$ cat src/sv/spq_pkg.sv
`timescale 1ns / 1ps
// ----------------------------------------------------------------------------
// spq_pkg: shared types for the sorted priority queue
// Item layouts, status and command codes, and the per-cell control word.
// ----------------------------------------------------------------------------
package spq_pkg;

  localparam int unsigned RANK_W    = 8;
  localparam int unsigned IN_TAG_W  = 32;
  localparam int unsigned CAP_W     = 5;
  localparam int unsigned CNT_OUT_W = 5;
  localparam logic [CAP_W-1:0] CAPACITY_RST = 5'd16;

  typedef enum logic {
    CMD_ENQ = 1'b0,
    CMD_DEQ = 1'b1
  } cmd_e;

  typedef enum logic [1:0] {
    ST_DONE  = 2'd0,
    ST_FULL  = 2'd1,
    ST_EMPTY = 2'd2
  } status_e;

  typedef struct packed {
    cmd_e                cmd;
    logic [RANK_W-1:0]   item_rank;
    logic [IN_TAG_W-1:0] item_tag;
  } in_item_t;

  typedef struct packed {
    status_e              status;
    logic [RANK_W-1:0]    out_rank;
    logic [IN_TAG_W-1:0]  out_tag;
    logic [CNT_OUT_W-1:0] entry_count;
  } out_item_t;

  // broadcast to every cell of the row
  typedef struct packed {
    logic              enq_en;
    logic              deq_en;
    logic [RANK_W-1:0] rank;
  } spq_ctl_t;

endpackage

$ cat src/sv/spq_chan_if.sv
`timescale 1ns / 1ps
// ----------------------------------------------------------------------------
// spq_chan_if: valid/ready channel
// Carries one item per accepted handshake; payload type set per instance.
// ----------------------------------------------------------------------------
interface spq_chan_if #(
  parameter type payload_t = logic
);
  logic     valid;
  logic     ready;
  payload_t payload;

  modport source (output valid, output payload, input ready);
  modport sink   (input valid, input payload, output ready);
endinterface

$ cat src/sv/spq_cell.sv
`timescale 1ns / 1ps
// ----------------------------------------------------------------------------
// spq_cell: one slot of the sorted row
// Holds one entry; on enqueue keeps, takes the new entry or shifts right,
// on dequeue takes its right neighbor.
// ----------------------------------------------------------------------------
module spq_cell import spq_pkg::*; #(
  parameter int unsigned TAG_BITS = 32
) (
  input  logic                clk_i,
  input  spq_ctl_t            ctl_i,
  input  logic [TAG_BITS-1:0] new_tag_i,
  input  logic                occ_i,
  input  logic                left_keep_i,
  input  logic [RANK_W-1:0]   left_rank_i,
  input  logic [TAG_BITS-1:0] left_tag_i,
  input  logic [RANK_W-1:0]   right_rank_i,
  input  logic [TAG_BITS-1:0] right_tag_i,
  output logic                keep_o,
  output logic [RANK_W-1:0]   rank_o,
  output logic [TAG_BITS-1:0] tag_o
);

  logic [RANK_W-1:0]   rank_q, rank_d;
  logic [TAG_BITS-1:0] tag_q, tag_d;

  // equal ranks stay ahead of the new entry
  assign keep_o = occ_i && (rank_q <= ctl_i.rank);

  always_comb begin
    rank_d = rank_q;
    tag_d  = tag_q;
    if (ctl_i.deq_en) begin
      rank_d = right_rank_i;
      tag_d  = right_tag_i;
    end else if (ctl_i.enq_en && !keep_o) begin
      if (left_keep_i) begin
        rank_d = ctl_i.rank;
        tag_d  = new_tag_i;
      end else begin
        rank_d = left_rank_i;
        tag_d  = left_tag_i;
      end
    end
  end

  always_ff @(posedge clk_i) begin
    rank_q <= rank_d;
    tag_q  <= tag_d;
  end

  assign rank_o = rank_q;
  assign tag_o  = tag_q;

endmodule

$ cat src/sv/sorted_priority_queue_unit.sv
`timescale 1ns / 1ps
// ----------------------------------------------------------------------------
// sorted_priority_queue_unit: bounded priority queue on a row of cells
//
// in_if carries commands: enqueue (rank, tag) or dequeue. out_if returns one
// result per command: status, the removed entry on a dequeue, and the entry
// count after the command. cfg_we_i/cfg_data_i write the capacity limit,
// which saturates at DEPTH; write it only while the queue is idle.
// Entries sit in DEPTH cells sorted by rank, smallest at cell 0. On an
// enqueue every cell compares its rank with the new one in parallel and the
// row shifts right past the insertion point; a dequeue shifts the row left.
// Throughput is one item per cycle unless out_if stalls; the result
// appears in the output register in the cycle after the item is accepted.
// The cell compare feeds the neighbor select of the row combinationally.
// in_if.ready stays high while the output register is empty or being taken,
// so a stalled receiver holds one result and backpressures the sender.
// Reset empties the queue and sets the capacity to 16; cell contents are
// not cleared, only the fill count.
// ----------------------------------------------------------------------------
module sorted_priority_queue_unit import spq_pkg::*; #(
  parameter int unsigned DEPTH    = 16,
  parameter int unsigned TAG_BITS = 32
) (
  input  logic             clk_i,
  input  logic             rst_ni,
  spq_chan_if.sink         in_if,
  spq_chan_if.source       out_if,
  input  logic             cfg_we_i,
  input  logic [CAP_W-1:0] cfg_data_i
);

  localparam int unsigned CNT_W = $clog2(DEPTH + 1);
  localparam int unsigned LIM_W = (CNT_W > CAP_W) ? CNT_W : CAP_W;

  logic [CAP_W-1:0] capacity_q;
  logic [CNT_W-1:0] fill_q, fill_d;
  logic             out_valid_q;
  out_item_t        out_item_q, out_item_d;

  in_item_t      in_item;
  logic          accept;
  logic          is_enq, is_deq;
  logic          full, empty;
  logic [LIM_W-1:0] limit;
  spq_ctl_t      ctl;
  logic [63:0]   tag_in_wide, head_tag_wide;
  logic [TAG_BITS-1:0] new_tag;

  logic [DEPTH-1:0]    occ;
  logic [DEPTH-1:0]    keep;
  logic [RANK_W-1:0]   rank_row [DEPTH];
  logic [TAG_BITS-1:0] tag_row  [DEPTH];

  assign in_item = in_if.payload;
  assign in_if.ready = !out_valid_q || out_if.ready;
  assign accept = in_if.valid && in_if.ready;
  assign is_enq = in_item.cmd == CMD_ENQ;
  assign is_deq = in_item.cmd == CMD_DEQ;

  assign limit = (LIM_W'(capacity_q) > LIM_W'(DEPTH)) ? LIM_W'(DEPTH) : LIM_W'(capacity_q);
  assign full  = LIM_W'(fill_q) >= limit;
  assign empty = fill_q == '0;

  assign tag_in_wide = 64'(in_item.item_tag);
  assign new_tag     = tag_in_wide[TAG_BITS-1:0];

  assign ctl.enq_en = accept && is_enq && !full;
  assign ctl.deq_en = accept && is_deq && !empty;
  assign ctl.rank   = in_item.item_rank;

  // ---------------- cell row ----------------
  for (genvar i = 0; i < DEPTH; i++) begin : g_cell
    logic                left_keep;
    logic [RANK_W-1:0]   left_rank, right_rank;
    logic [TAG_BITS-1:0] left_tag, right_tag;

    assign occ[i] = CNT_W'(i) < fill_q;

    if (i == 0) begin : g_first
      assign left_keep = 1'b1;
      assign left_rank = ctl.rank;
      assign left_tag  = new_tag;
    end else begin : g_mid
      assign left_keep = keep[i-1];
      assign left_rank = rank_row[i-1];
      assign left_tag  = tag_row[i-1];
    end

    if (i == DEPTH - 1) begin : g_last
      assign right_rank = rank_row[i];
      assign right_tag  = tag_row[i];
    end else begin : g_inner
      assign right_rank = rank_row[i+1];
      assign right_tag  = tag_row[i+1];
    end

    spq_cell #(
      .TAG_BITS (TAG_BITS)
    ) u_cell (
      .clk_i        (clk_i),
      .ctl_i        (ctl),
      .new_tag_i    (new_tag),
      .occ_i        (occ[i]),
      .left_keep_i  (left_keep),
      .left_rank_i  (left_rank),
      .left_tag_i   (left_tag),
      .right_rank_i (right_rank),
      .right_tag_i  (right_tag),
      .keep_o       (keep[i]),
      .rank_o       (rank_row[i]),
      .tag_o        (tag_row[i])
    );
  end

  // ---------------- count and result ----------------
  assign head_tag_wide = 64'(tag_row[0]);

  always_comb begin
    fill_d = fill_q;
    if (ctl.enq_en) begin
      fill_d = fill_q + CNT_W'(1);
    end else if (ctl.deq_en) begin
      fill_d = fill_q - CNT_W'(1);
    end

    out_item_d             = '0;
    out_item_d.status      = ST_DONE;
    out_item_d.entry_count = CNT_OUT_W'(fill_d);
    if (is_enq) begin
      if (full) begin
        out_item_d.status = ST_FULL;
      end
    end else if (empty) begin
      out_item_d.status = ST_EMPTY;
    end else begin
      out_item_d.out_rank = rank_row[0];
      out_item_d.out_tag  = head_tag_wide[IN_TAG_W-1:0];
    end
  end

  always_ff @(posedge clk_i or negedge rst_ni) begin
    if (!rst_ni) begin
      capacity_q  <= CAPACITY_RST;
      fill_q      <= '0;
      out_valid_q <= 1'b0;
    end else begin
      if (cfg_we_i) begin
        capacity_q <= cfg_data_i;
      end
      fill_q <= fill_d;
      if (accept) begin
        out_valid_q <= 1'b1;
      end else if (out_if.ready) begin
        out_valid_q <= 1'b0;
      end
    end
  end

  always_ff @(posedge clk_i) begin
    if (accept) begin
      out_item_q <= out_item_d;
    end
  end

  assign out_if.valid   = out_valid_q;
  assign out_if.payload = out_item_q;

  // ---------------- assertions ----------------
  a_fill_bound: assert property (@(posedge clk_i) disable iff (!rst_ni)
    LIM_W'(fill_q) <= LIM_W'(DEPTH))
    else $error("fill count above depth");

  a_enq_grows: assert property (@(posedge clk_i) disable iff (!rst_ni)
    ctl.enq_en |=> fill_q == $past(fill_q) + CNT_W'(1))
    else $error("accepted enqueue did not grow the queue");

  a_head_sorted: assert property (@(posedge clk_i) disable iff (!rst_ni)
    (fill_q >= CNT_W'(2)) |-> (rank_row[0] <= rank_row[1]))
    else $error("head of row out of order");

  a_empty_result: assert property (@(posedge clk_i) disable iff (!rst_ni)
    (out_valid_q && out_item_q.status == ST_EMPTY) |->
      (out_item_q.entry_count == '0 && out_item_q.out_rank == '0))
    else $error("empty status with nonzero fields");

endmodule
$ cat src/flat_wrapper.sv
// flat-port wrapper written by rule: the top's interface ports become plain ports
module sorted_priority_queue_unit_flat import spq_pkg::*;
#(
  parameter int unsigned DEPTH    = 16,
  parameter int unsigned TAG_BITS = 32
)
  (clk_i, rst_ni, cfg_we_i, cfg_data_i, in_if_valid, in_if_payload, in_if_ready, out_if_valid, out_if_payload, out_if_ready);
  spq_chan_if in_if_i ();
  spq_chan_if out_if_i ();
  input  logic clk_i;
  input  logic rst_ni;
  input  logic cfg_we_i;
  input  logic [CAP_W-1:0] cfg_data_i;
  input wire logic [$bits(in_if_i.valid)-1:0] in_if_valid;
  input wire logic [$bits(in_if_i.payload)-1:0] in_if_payload;
  output wire logic [$bits(in_if_i.ready)-1:0] in_if_ready;
  output wire logic [$bits(out_if_i.valid)-1:0] out_if_valid;
  output wire logic [$bits(out_if_i.payload)-1:0] out_if_payload;
  input wire logic [$bits(out_if_i.ready)-1:0] out_if_ready;
  assign in_if_i.valid = in_if_valid;
  assign in_if_i.payload = in_if_payload;
  assign in_if_ready = in_if_i.ready;
  assign out_if_valid = out_if_i.valid;
  assign out_if_payload = out_if_i.payload;
  assign out_if_i.ready = out_if_ready;
  sorted_priority_queue_unit #(.DEPTH(DEPTH), .TAG_BITS(TAG_BITS)) u_core (.clk_i(clk_i), .rst_ni(rst_ni), .in_if(in_if_i), .out_if(out_if_i), .cfg_we_i(cfg_we_i), .cfg_data_i(cfg_data_i));
endmodule
$ cat config.mk
export PLATFORM = sky130hd
export DESIGN_NAME = sorted_priority_queue_unit_flat
export DESIGN_NICKNAME = d
export VERILOG_FILES = /design/src/sv/spq_pkg.sv /design/src/sv/spq_chan_if.sv /design/src/sv/spq_cell.sv /design/src/sv/sorted_priority_queue_unit.sv /design/src/flat_wrapper.sv
export SDC_FILE = /design/constraint.sdc
export NUM_CORES = 1
export LEC_CHECK = 0
export ABC_CLOCK_PERIOD_IN_PS = 2200
export BUFFER_PORTS_ARGS = -buffer_cell sky130_fd_sc_hd__buf_4
export CORE_MARGIN = 2
export CORE_UTILIZATION = 30
export DETAILED_ROUTE_END_ITERATION = 10
export HOLD_SLACK_MARGIN = 0.15
export PLACE_DENSITY = 0.55
export RECOVER_POWER = 50
export SYNTH_ARGS = -nofsm -noshare
export SYNTH_HDL_FRONTEND = slang
export SYNTH_HIERARCHICAL = 1
export SYNTH_SLANG_ARGS = --single-unit
export TNS_END_PERCENT = 30
$ cat constraint.sdc
create_clock -name clk_i -period 2.2 [get_ports clk_i]
set_clock_uncertainty 0.1 [all_clocks]
set_input_delay 0.44 -clock clk_i [delete_from_list [all_inputs] [get_ports clk_i]]
set_output_delay 0.44 -clock clk_i [all_outputs]
set_load 0.01 [all_outputs]
-- Word-level counts from Yosys, hierarchy flattened
Cells that the tools add are included.
- flip-flop bits (word level): 12
- output and inout bits: 3
- logic and storage cells: 17
- add/sub/neg operators: 1
- order comparisons: 2
- multiplexer cells: 4
- reductions and logical operators: 6
- operator list (cell ; count):
    2-to-1 mux 5 bit ; 2
    adder 5 x 1 -> 5 bit, second input constant ; 1
    greater-or-equal comparator 5 bit ; 1
    greater-than comparator 5 bit, second input constant ; 1
    logical AND 1 bit ; 2
    logical NOT 1 bit ; 2
    2-to-1 mux 1 bit ; 2
    nonzero test 2 bit ; 1
    logical OR 1 bit ; 1

-- Longest topological paths before layout
Gate-level depths: netlist (run 1).
- word-level depth: 6
- gate-level depth with buffers: 7
- depth with buffers taken out: 7

-- Worst setup path after synthesis (run 1)
OpenSTA, ideal clock, no wires.
- path kind: flip-flop to flip-flop
- start: reg u_core.capacity_q[4]
- end: reg u_core.fill_q[1]
- setup time: 0.128 ns
- data arrival time: 1.738 ns
- required time: 1.972 ns
- slack: 0.234 ns
- cell stages (with the launch flop): 7
- buffers on the path: 0
- cells stage by stage: dfstp_2 > inv_1 > ha_1 > a21oi_2 > nand3_2 > a31oi_2 > mux2_1
- longest elaborated chain between the ends: 6
- ends and longest elaborated chain (item ; RTL line ; source):
    from (decl) ; sorted_priority_queue_unit.sv:35 ; logic [CAP_W-1:0] capacity_q;
    from (signal assigned) ; sorted_priority_queue_unit.sv:148 ; capacity_q <= cfg_data_i;
    greater-than comparator 5 bit ; sorted_priority_queue_unit.sv:60 ; assign limit = (LIM_W'(capacity_q) > LIM_W'(DEPTH)) ? LIM_W'(DEPTH) : LIM_W'(capacity_q);
    2-to-1 mux 5 bit (*) ; sorted_priority_queue_unit.sv:60 ;
    greater-or-equal comparator 5 bit (*) ; sorted_priority_queue_unit.sv:61 ; assign full = LIM_W'(fill_q) >= limit;
    logical NOT 1 bit (*) ; sorted_priority_queue_unit.sv:67 ; assign ctl.enq_en = accept && is_enq && !full;
    logical AND 1 bit (*) ; sorted_priority_queue_unit.sv:67 ;
    2-to-1 mux 5 bit (*) ; sorted_priority_queue_unit.sv:120 ; if (ctl.enq_en) begin
    to (signal assigned) ; sorted_priority_queue_unit.sv:150 ; fill_q <= fill_d;
    to (decl) ; sorted_priority_queue_unit.sv:36 ; logic [CNT_W-1:0] fill_q, fill_d;
Mark *: on every way between the ends. The rest lies on a longest branch, timed or not.
A chain may end at the register's enable or synchronous reset.

-- Worst setup path in the final report (run 1)
Ends and elaborated chain as after synthesis.

==> impl_metrics.toml, run 1 <==
[power]
powerDensity_nw_per_um2 = 1012
p_leak_uw = 0.0003559
peakVddDrop_v = 0.0004239
power_uw = 802.8

[synth]
synth_cells = 51
syn-num-nets = 68
syn_area_sq_um = 629.4
synth_area_leaders = "dfrtp_1 (40%), ha_1 (12%), mux2_2 (7.2%)"
yosysUniqueCellTypes = 23
synth_top_area_cell = "dfrtp_1"
synth-async-reset-ratio = 0.9167
synth_area_per_cell_sq_um = 12.34
yosys_warnings = 6
synth-main-ff-cell = "dfrtp_1"
yosysMostFrequentCell = "dfrtp_1"
synth_common_cells = "dfrtp_1 (10), ha_1 (6), nand2_1 (5), mux2_2 (4)"
synth.top_cell.area_share = 0.3976
synth_edf_count = 1
seq_area_frac_synth = 0.4871
ys_ff_latch = 12

[sta]
setup_viol = 0
tns_ns = 0
rsz0062_at_grt = "no"
post-route-min-period_ns = 2.011
setup_slack_ns = 0.1889
slew_headroom = 0.5952
period_share = 0.9141
slew_viol_final = 0
tightestPinTransition_ns = 0.6071
hold_viol_final = 0
max_freq_mhz = 497.2

[final_layout]
final_nets = 87
area_delta_synth_final_pct = 26.04
fin_cells = 96
antenna_cells = 0
drive_above_1_share = 0.3768
final_core_util = 0.4043

[worst_setup_path]
critical-path-max-stage-delay_ns = 0.53
worstSetupPathType = "flip-flop to flip-flop"
arrival_ns = 2.07
critical_path_required_ns = 2.26
critPathLaunchType = "flip-flop"
crit_start = "u_core/capacity_q[4]$_DFFE_PN1P_"
rr_startpoint = "u_core/capacity_q[4]$_DFFE_PN1P_"
end_kind = "flip-flop"
cpMaxStageDelayCell = "dfstp_2"
worstRegToRegCells = 7
crit_chain = "inv_1 -> nand2_1 -> ha_1 -> a21oi_1 -> o21ai_2 -> a31oi_2 -> mux2_1"
worstPathMaxFanout = 5

[global_routing]
grt_pass1_wl_um = 1952
grt_max_degree = 12
grt_pass1_vias = 456
grt_use_total = 0.1102
antenna_found_initial = 0
gr-total-overflow = 0

[die]
rows = 16
core-area_sq_um = 1962
die_area_sq_um = 2480
initial_utilization = 0.3208
die_h_um = 49.80
io_pins = 14
die_x_um = 49.80

[placed_design]
place_ws_ns = 0.1872
place_hpwl_um = 838.2
place.gp.congestion = 0.7024
dp_cells = 91
portBuffers = 12

[outcome]
status = "finished clean"

[clock_network]
cts_root_buf = "clkbuf_4"
clock_latency_ns = 0.27
cts_buffers = 3
path_clk_slew_ns = 0.07
cts_buffer_depth = 2
cts_tree = "done"
cts-htree-levels = 1
clock_sinks = 12

[detailed_routing]
avgRoutedWirePerCell_um = 10.86
firstDrtPassIters = 2
ant_nets = 0
dr_wl_met3_um = 65
maxUsedRoutingLayer = "met4"
met1Wirelength_um = 459
wl_met2_um = 507
routed_wl_um = 1043
route.detailed.drc = 0
vias = 442
via_per_inst = 4.604
drtIter0Drc = 1

[flow_run]
maxCapViolations = 0

[min_path]
min_from = "cfg_we_i"
hp-class = "input pin to flip-flop"
holdPathStages = 2
[metrics by stage]
stage | instance area, sq um | hold WS, ns
6_report | 793.3 | 0.2741
2_1_floorplan | 629.4 | 0.04441
4_1_cts | 797.0 | 0.2621
3_3_place_gp | 760.7 | 0.1864
5_1_grt | 793.3 | 0.2748
3_5_place_dp | 760.7 | 0.1841
[metal layers]
layer / vias up / track usage
li1: 220 / -
met1: 205 / 0.1166
met2: 15 / 0.1867
met3: 2 / 0.04545
met4: 0 / 0.05556
met5: - / 0
[logic make-up (layout without fill, tap and decap cells)]
kind of cell	count (synthesis)	after routing	synth area share
AOI/OAI and AO/OA	8	8	0.1153
adders and majority gates	6	6	0.1193
and+or+nand+nor	13	13	0.1153
buffers and inverters	3	21	0.01789
muxes	5	5	0.08946
DFF	12	12	0.4871
xor gates and xnor gates	4	4	0.05568
[critical path, delay by kind of cell (launching register included)]
family,cells,cell delay [ns]
AO/OA/AOI/OAI,3,0.55
adder cells (fa/ha/maj),1,0.23
buffers and inverters,1,0.09
flip-flops,1,0.53
multiplexers,1,0.34
AND/OR/NAND/NOR,1,0.08
[sequential cells by signal (all words and copies together) (netlist names)]
signal	cells
u_core/fill_q	5
u_core/out_if.payload	1
u_core/out_if.valid	1
u_core/capacity_q	5
[cell usage in the layout (no fill, tap or decap), drive strengths merged]
master	netlist	routed
a21oi	2	2
a311oi	3	3
a31oi	1	1
and2	1	1
buf	0	12
clkbuf	0	5
dfrtp	10	10
dfstp	1	1
dlygate4sd3	0	1
edfxtp	1	1
ha	6	6
inv	3	3
mux2	5	5
nand2	5	5
nand2b	2	2
nand3	3	3
nor2b	2	2
o21ai	2	2
xnor2	1	1
xor2	3	3
[final cells by class]
type	instances	area (sq um)
flip-flops and latches	12	306.5
inverters	3	11.26
fillers	212	1169
clock buffers	4	26.28
well taps	27	33.78
repair buffers	14	103.9
multi-input cells	36	311.5
[worst paths after layout]
path | endpoint | slack [ns]
hold reg to reg | u_core/fill_q[4]$_DFFE_PN0P_ | 0.37
max in group asynchronous | u_core/capacity_q[2]$_DFFE_PN0P_ | 1.01
setup reg to reg | u_core/fill_q[1]$_DFFE_PN0P_ | 0.19
min in group asynchronous | u_core/fill_q[1]$_DFFE_PN0P_ | 0.60
setup / recovery | u_core/fill_q[1]$_DFFE_PN0P_ | 0.19
hold / removal | u_core/capacity_q[4]$_DFFE_PN1P_ | 0.27
[where the power goes]
group | switching (uW) | internal [uW]
clock | 68.3 | 70.1
combinational | 169 | 152
sequential | 51.3 | 292
total | 289 | 514
[repair_timing]
item                                   4_1_cts  5_1_grt
endpoints found under the hold margin       11        0
gates resized for setup                      0        0
setup buffers                                0        0
hold buffers                                 1        0
No activity file was read; power rests on OpenSTA's default activity.
==> run 2, diff against run 1 <==
- CORE_MARGIN: 2 -> unset
==> run 2 against run 1 <==
  * Global-route usage rose by 0.14 points
  * Register-to-register slack barely moved
  * Cell area did not move
  * Clock power barely moved
  * Setup slack got worse by 0.0059 ns
  * Critical endpoint unchanged
==> impl_metrics.toml, run 2 (synthesis results as in run 1) <==
[outcome]
status = "finished clean"

[global_routing]
grtUsageMet3 = 0.05660
grt_pass1_vias = 413
antenna_found_initial = 0
gr-total-overflow = 0
grt_max_degree = 12
grt_busiest_layer = "met2"
grt_pass1_wl_um = 1662
grt_use_total = 0.1116
use_met1 = 0.1244
grtUsageMet2 = 0.1703

[sta]
period_share = 0.9168
tightestPinTransition_ns = 0.5883
slew_viol_final = 0
hold_viol_final = 0
slew_headroom = 0.6078
tns_ns = 0
rsz0062_at_grt = "no"
post-route-min-period_ns = 2.017
max_freq_mhz = 495.8
setup_viol = 0

[placed_design]
portBuffers = 12
dp_cells = 91
place.gp.congestion = 0.7124
place_hpwl_um = 782.9

[worst_setup_path]
crit_chain = "inv_1 -> ha_1 -> a21oi_2 -> nand3_2 -> a31oi_2 -> mux2_1"
critPathLaunchType = "flip-flop"
worstSetupPathType = "flip-flop to flip-flop"
arrival_ns = 2.08
cpMaxStageDelayCell = "dfstp_2"
critical_path_required_ns = 2.26
critical-path-max-stage-delay_ns = 0.53
end_kind = "flip-flop"
worstPathMaxFanout = 5

[detailed_routing]
firstDrtPassIters = 2
avgRoutedWirePerCell_um = 10.05
routed_wl_um = 965
via_per_inst = 4.594
route.detailed.drc = 0
ant_nets = 0
vias = 441
drtIter0Drc = 1

[clock_network]
clock_sinks = 12
cts-htree-levels = 1
cts_root_buf = "clkbuf_4"
cts_buffer_depth = 2
cts_tree = "done"
cts_buffers = 3
clock_latency_ns = 0.27
path_clk_slew_ns = 0.07

[final_layout]
final_core_util = 0.4043
fin_cells = 96
fillCellCount = 209
final_nets = 87
layout_commonest_cell = "buf_4"
reg_top3 = "u_core/capacity_q (5), u_core/fill_q (5)"
ff_latch_area_sq_um = 306.5
multi_input_area_sq_um = 311.5
antenna_cells = 0
mostFrequentLayoutCells = "buf_4 (12), dfrtp_1 (10), ha_1 (6), nand2_1 (5), mux2_2 (4)"
drive_above_1_share = 0.3768
area_delta_synth_final_pct = 26.04

[die]
die_h_um = 47.80
initial_utilization = 0.3208
io_pins = 14
die_area_sq_um = 2285
core-area_sq_um = 1962
die_x_um = 47.80
rows = 16

[power]
switchingPower_uw = 285.7
power.clock.fraction = 0.177
seqPwrFrac = 0.432
p_int_uw = 513.0
pwr-share-comb = 0.391
peakVddDrop_v = 0.0005215
powerDensity_nw_per_um2 = 1007
power_uw = 798.7
swShare = 0.3577
p_leak_uw = 0.0003559

[flow_run]
maxCapViolations = 0

[min_path]
hp-class = "input pin to flip-flop"
==> run 2: worst paths after layout <==
kind	start	end	slack, ns	cells after the start
max	u_core/capacity_q[4]$_DFFE_PN1P_	u_core/fill_q[1]$_DFFE_PN0P_	0.18	6
min	cfg_we_i	u_core/capacity_q[4]$_DFFE_PN1P_	0.26	2
max reg2reg	u_core/capacity_q[4]$_DFFE_PN1P_	u_core/fill_q[1]$_DFFE_PN0P_	0.18	6
min reg2reg	u_core/fill_q[4]$_DFFE_PN0P_	u_core/fill_q[4]$_DFFE_PN0P_	0.37	1
max in group asynchronous	rst_ni	u_core/fill_q[4]$_DFFE_PN0P_	1.03	2
min in group asynchronous	rst_ni	u_core/out_if.valid$_DFFE_PN0P_	0.58	2
==> run 2: timing repair <==
item | 4_1_cts | 5_1_grt
hold buffers | 1 | 0
resized for setup | 0 | 0
setup buffers | 0 | 0
hold endpoints to repair | 11 | 0
==> run 2: through the flow <==
stage,setup WS [ns],instance area (sq um),hold WS (ns)
after detailed placement,0.1796,760.7,0.1855
final,0.1829,793.3,0.2647
after global routing,0.07050,793.3,0.2574
after CTS,0.1698,797.0,0.2612
after floorplan,0.2339,629.4,0.04441
after global placement,0.1818,760.7,0.1853
==> run 2: layer usage <==
metal  share of wire  vias up
met4           0.010        0
met2            0.46       17
li1                -      220
met5               0        -
met1            0.45      202
met3           0.079        2
==> run 2: power by group through the flow <==
| stage | Sequential (uW) | Combinational (uW) | Clock, uW |
|---|---|---|---|
| after detailed placement | 350 | 318 | 0 |
| after global routing | 354 | 363 | 158 |
| final | 345 | 313 | 141 |
| after global placement | 350 | 311 | 0 |
| after floorplan | 340 | 236 | 0 |
| after CTS | 346 | 320 | 147 |
==> run 2: critical path: cells and delay by family (launching register included) <==
kind	cells	cell delay, ns
DFF	1	0.53
adders and majority gates	1	0.33
AOI/OAI and AO/OA	2	0.39
and+or+nand+nor	1	0.13
buffers and inverters	1	0.09
muxes	1	0.34
==> run 2: cell type report <==
class	instances	share of cell area
multi-input cells	36	0.3927
flip-flops and latches	12	0.3864
repair buffers	14	0.1309
well taps	27	0.04259
clock buffers	4	0.03312
inverters	3	0.01420
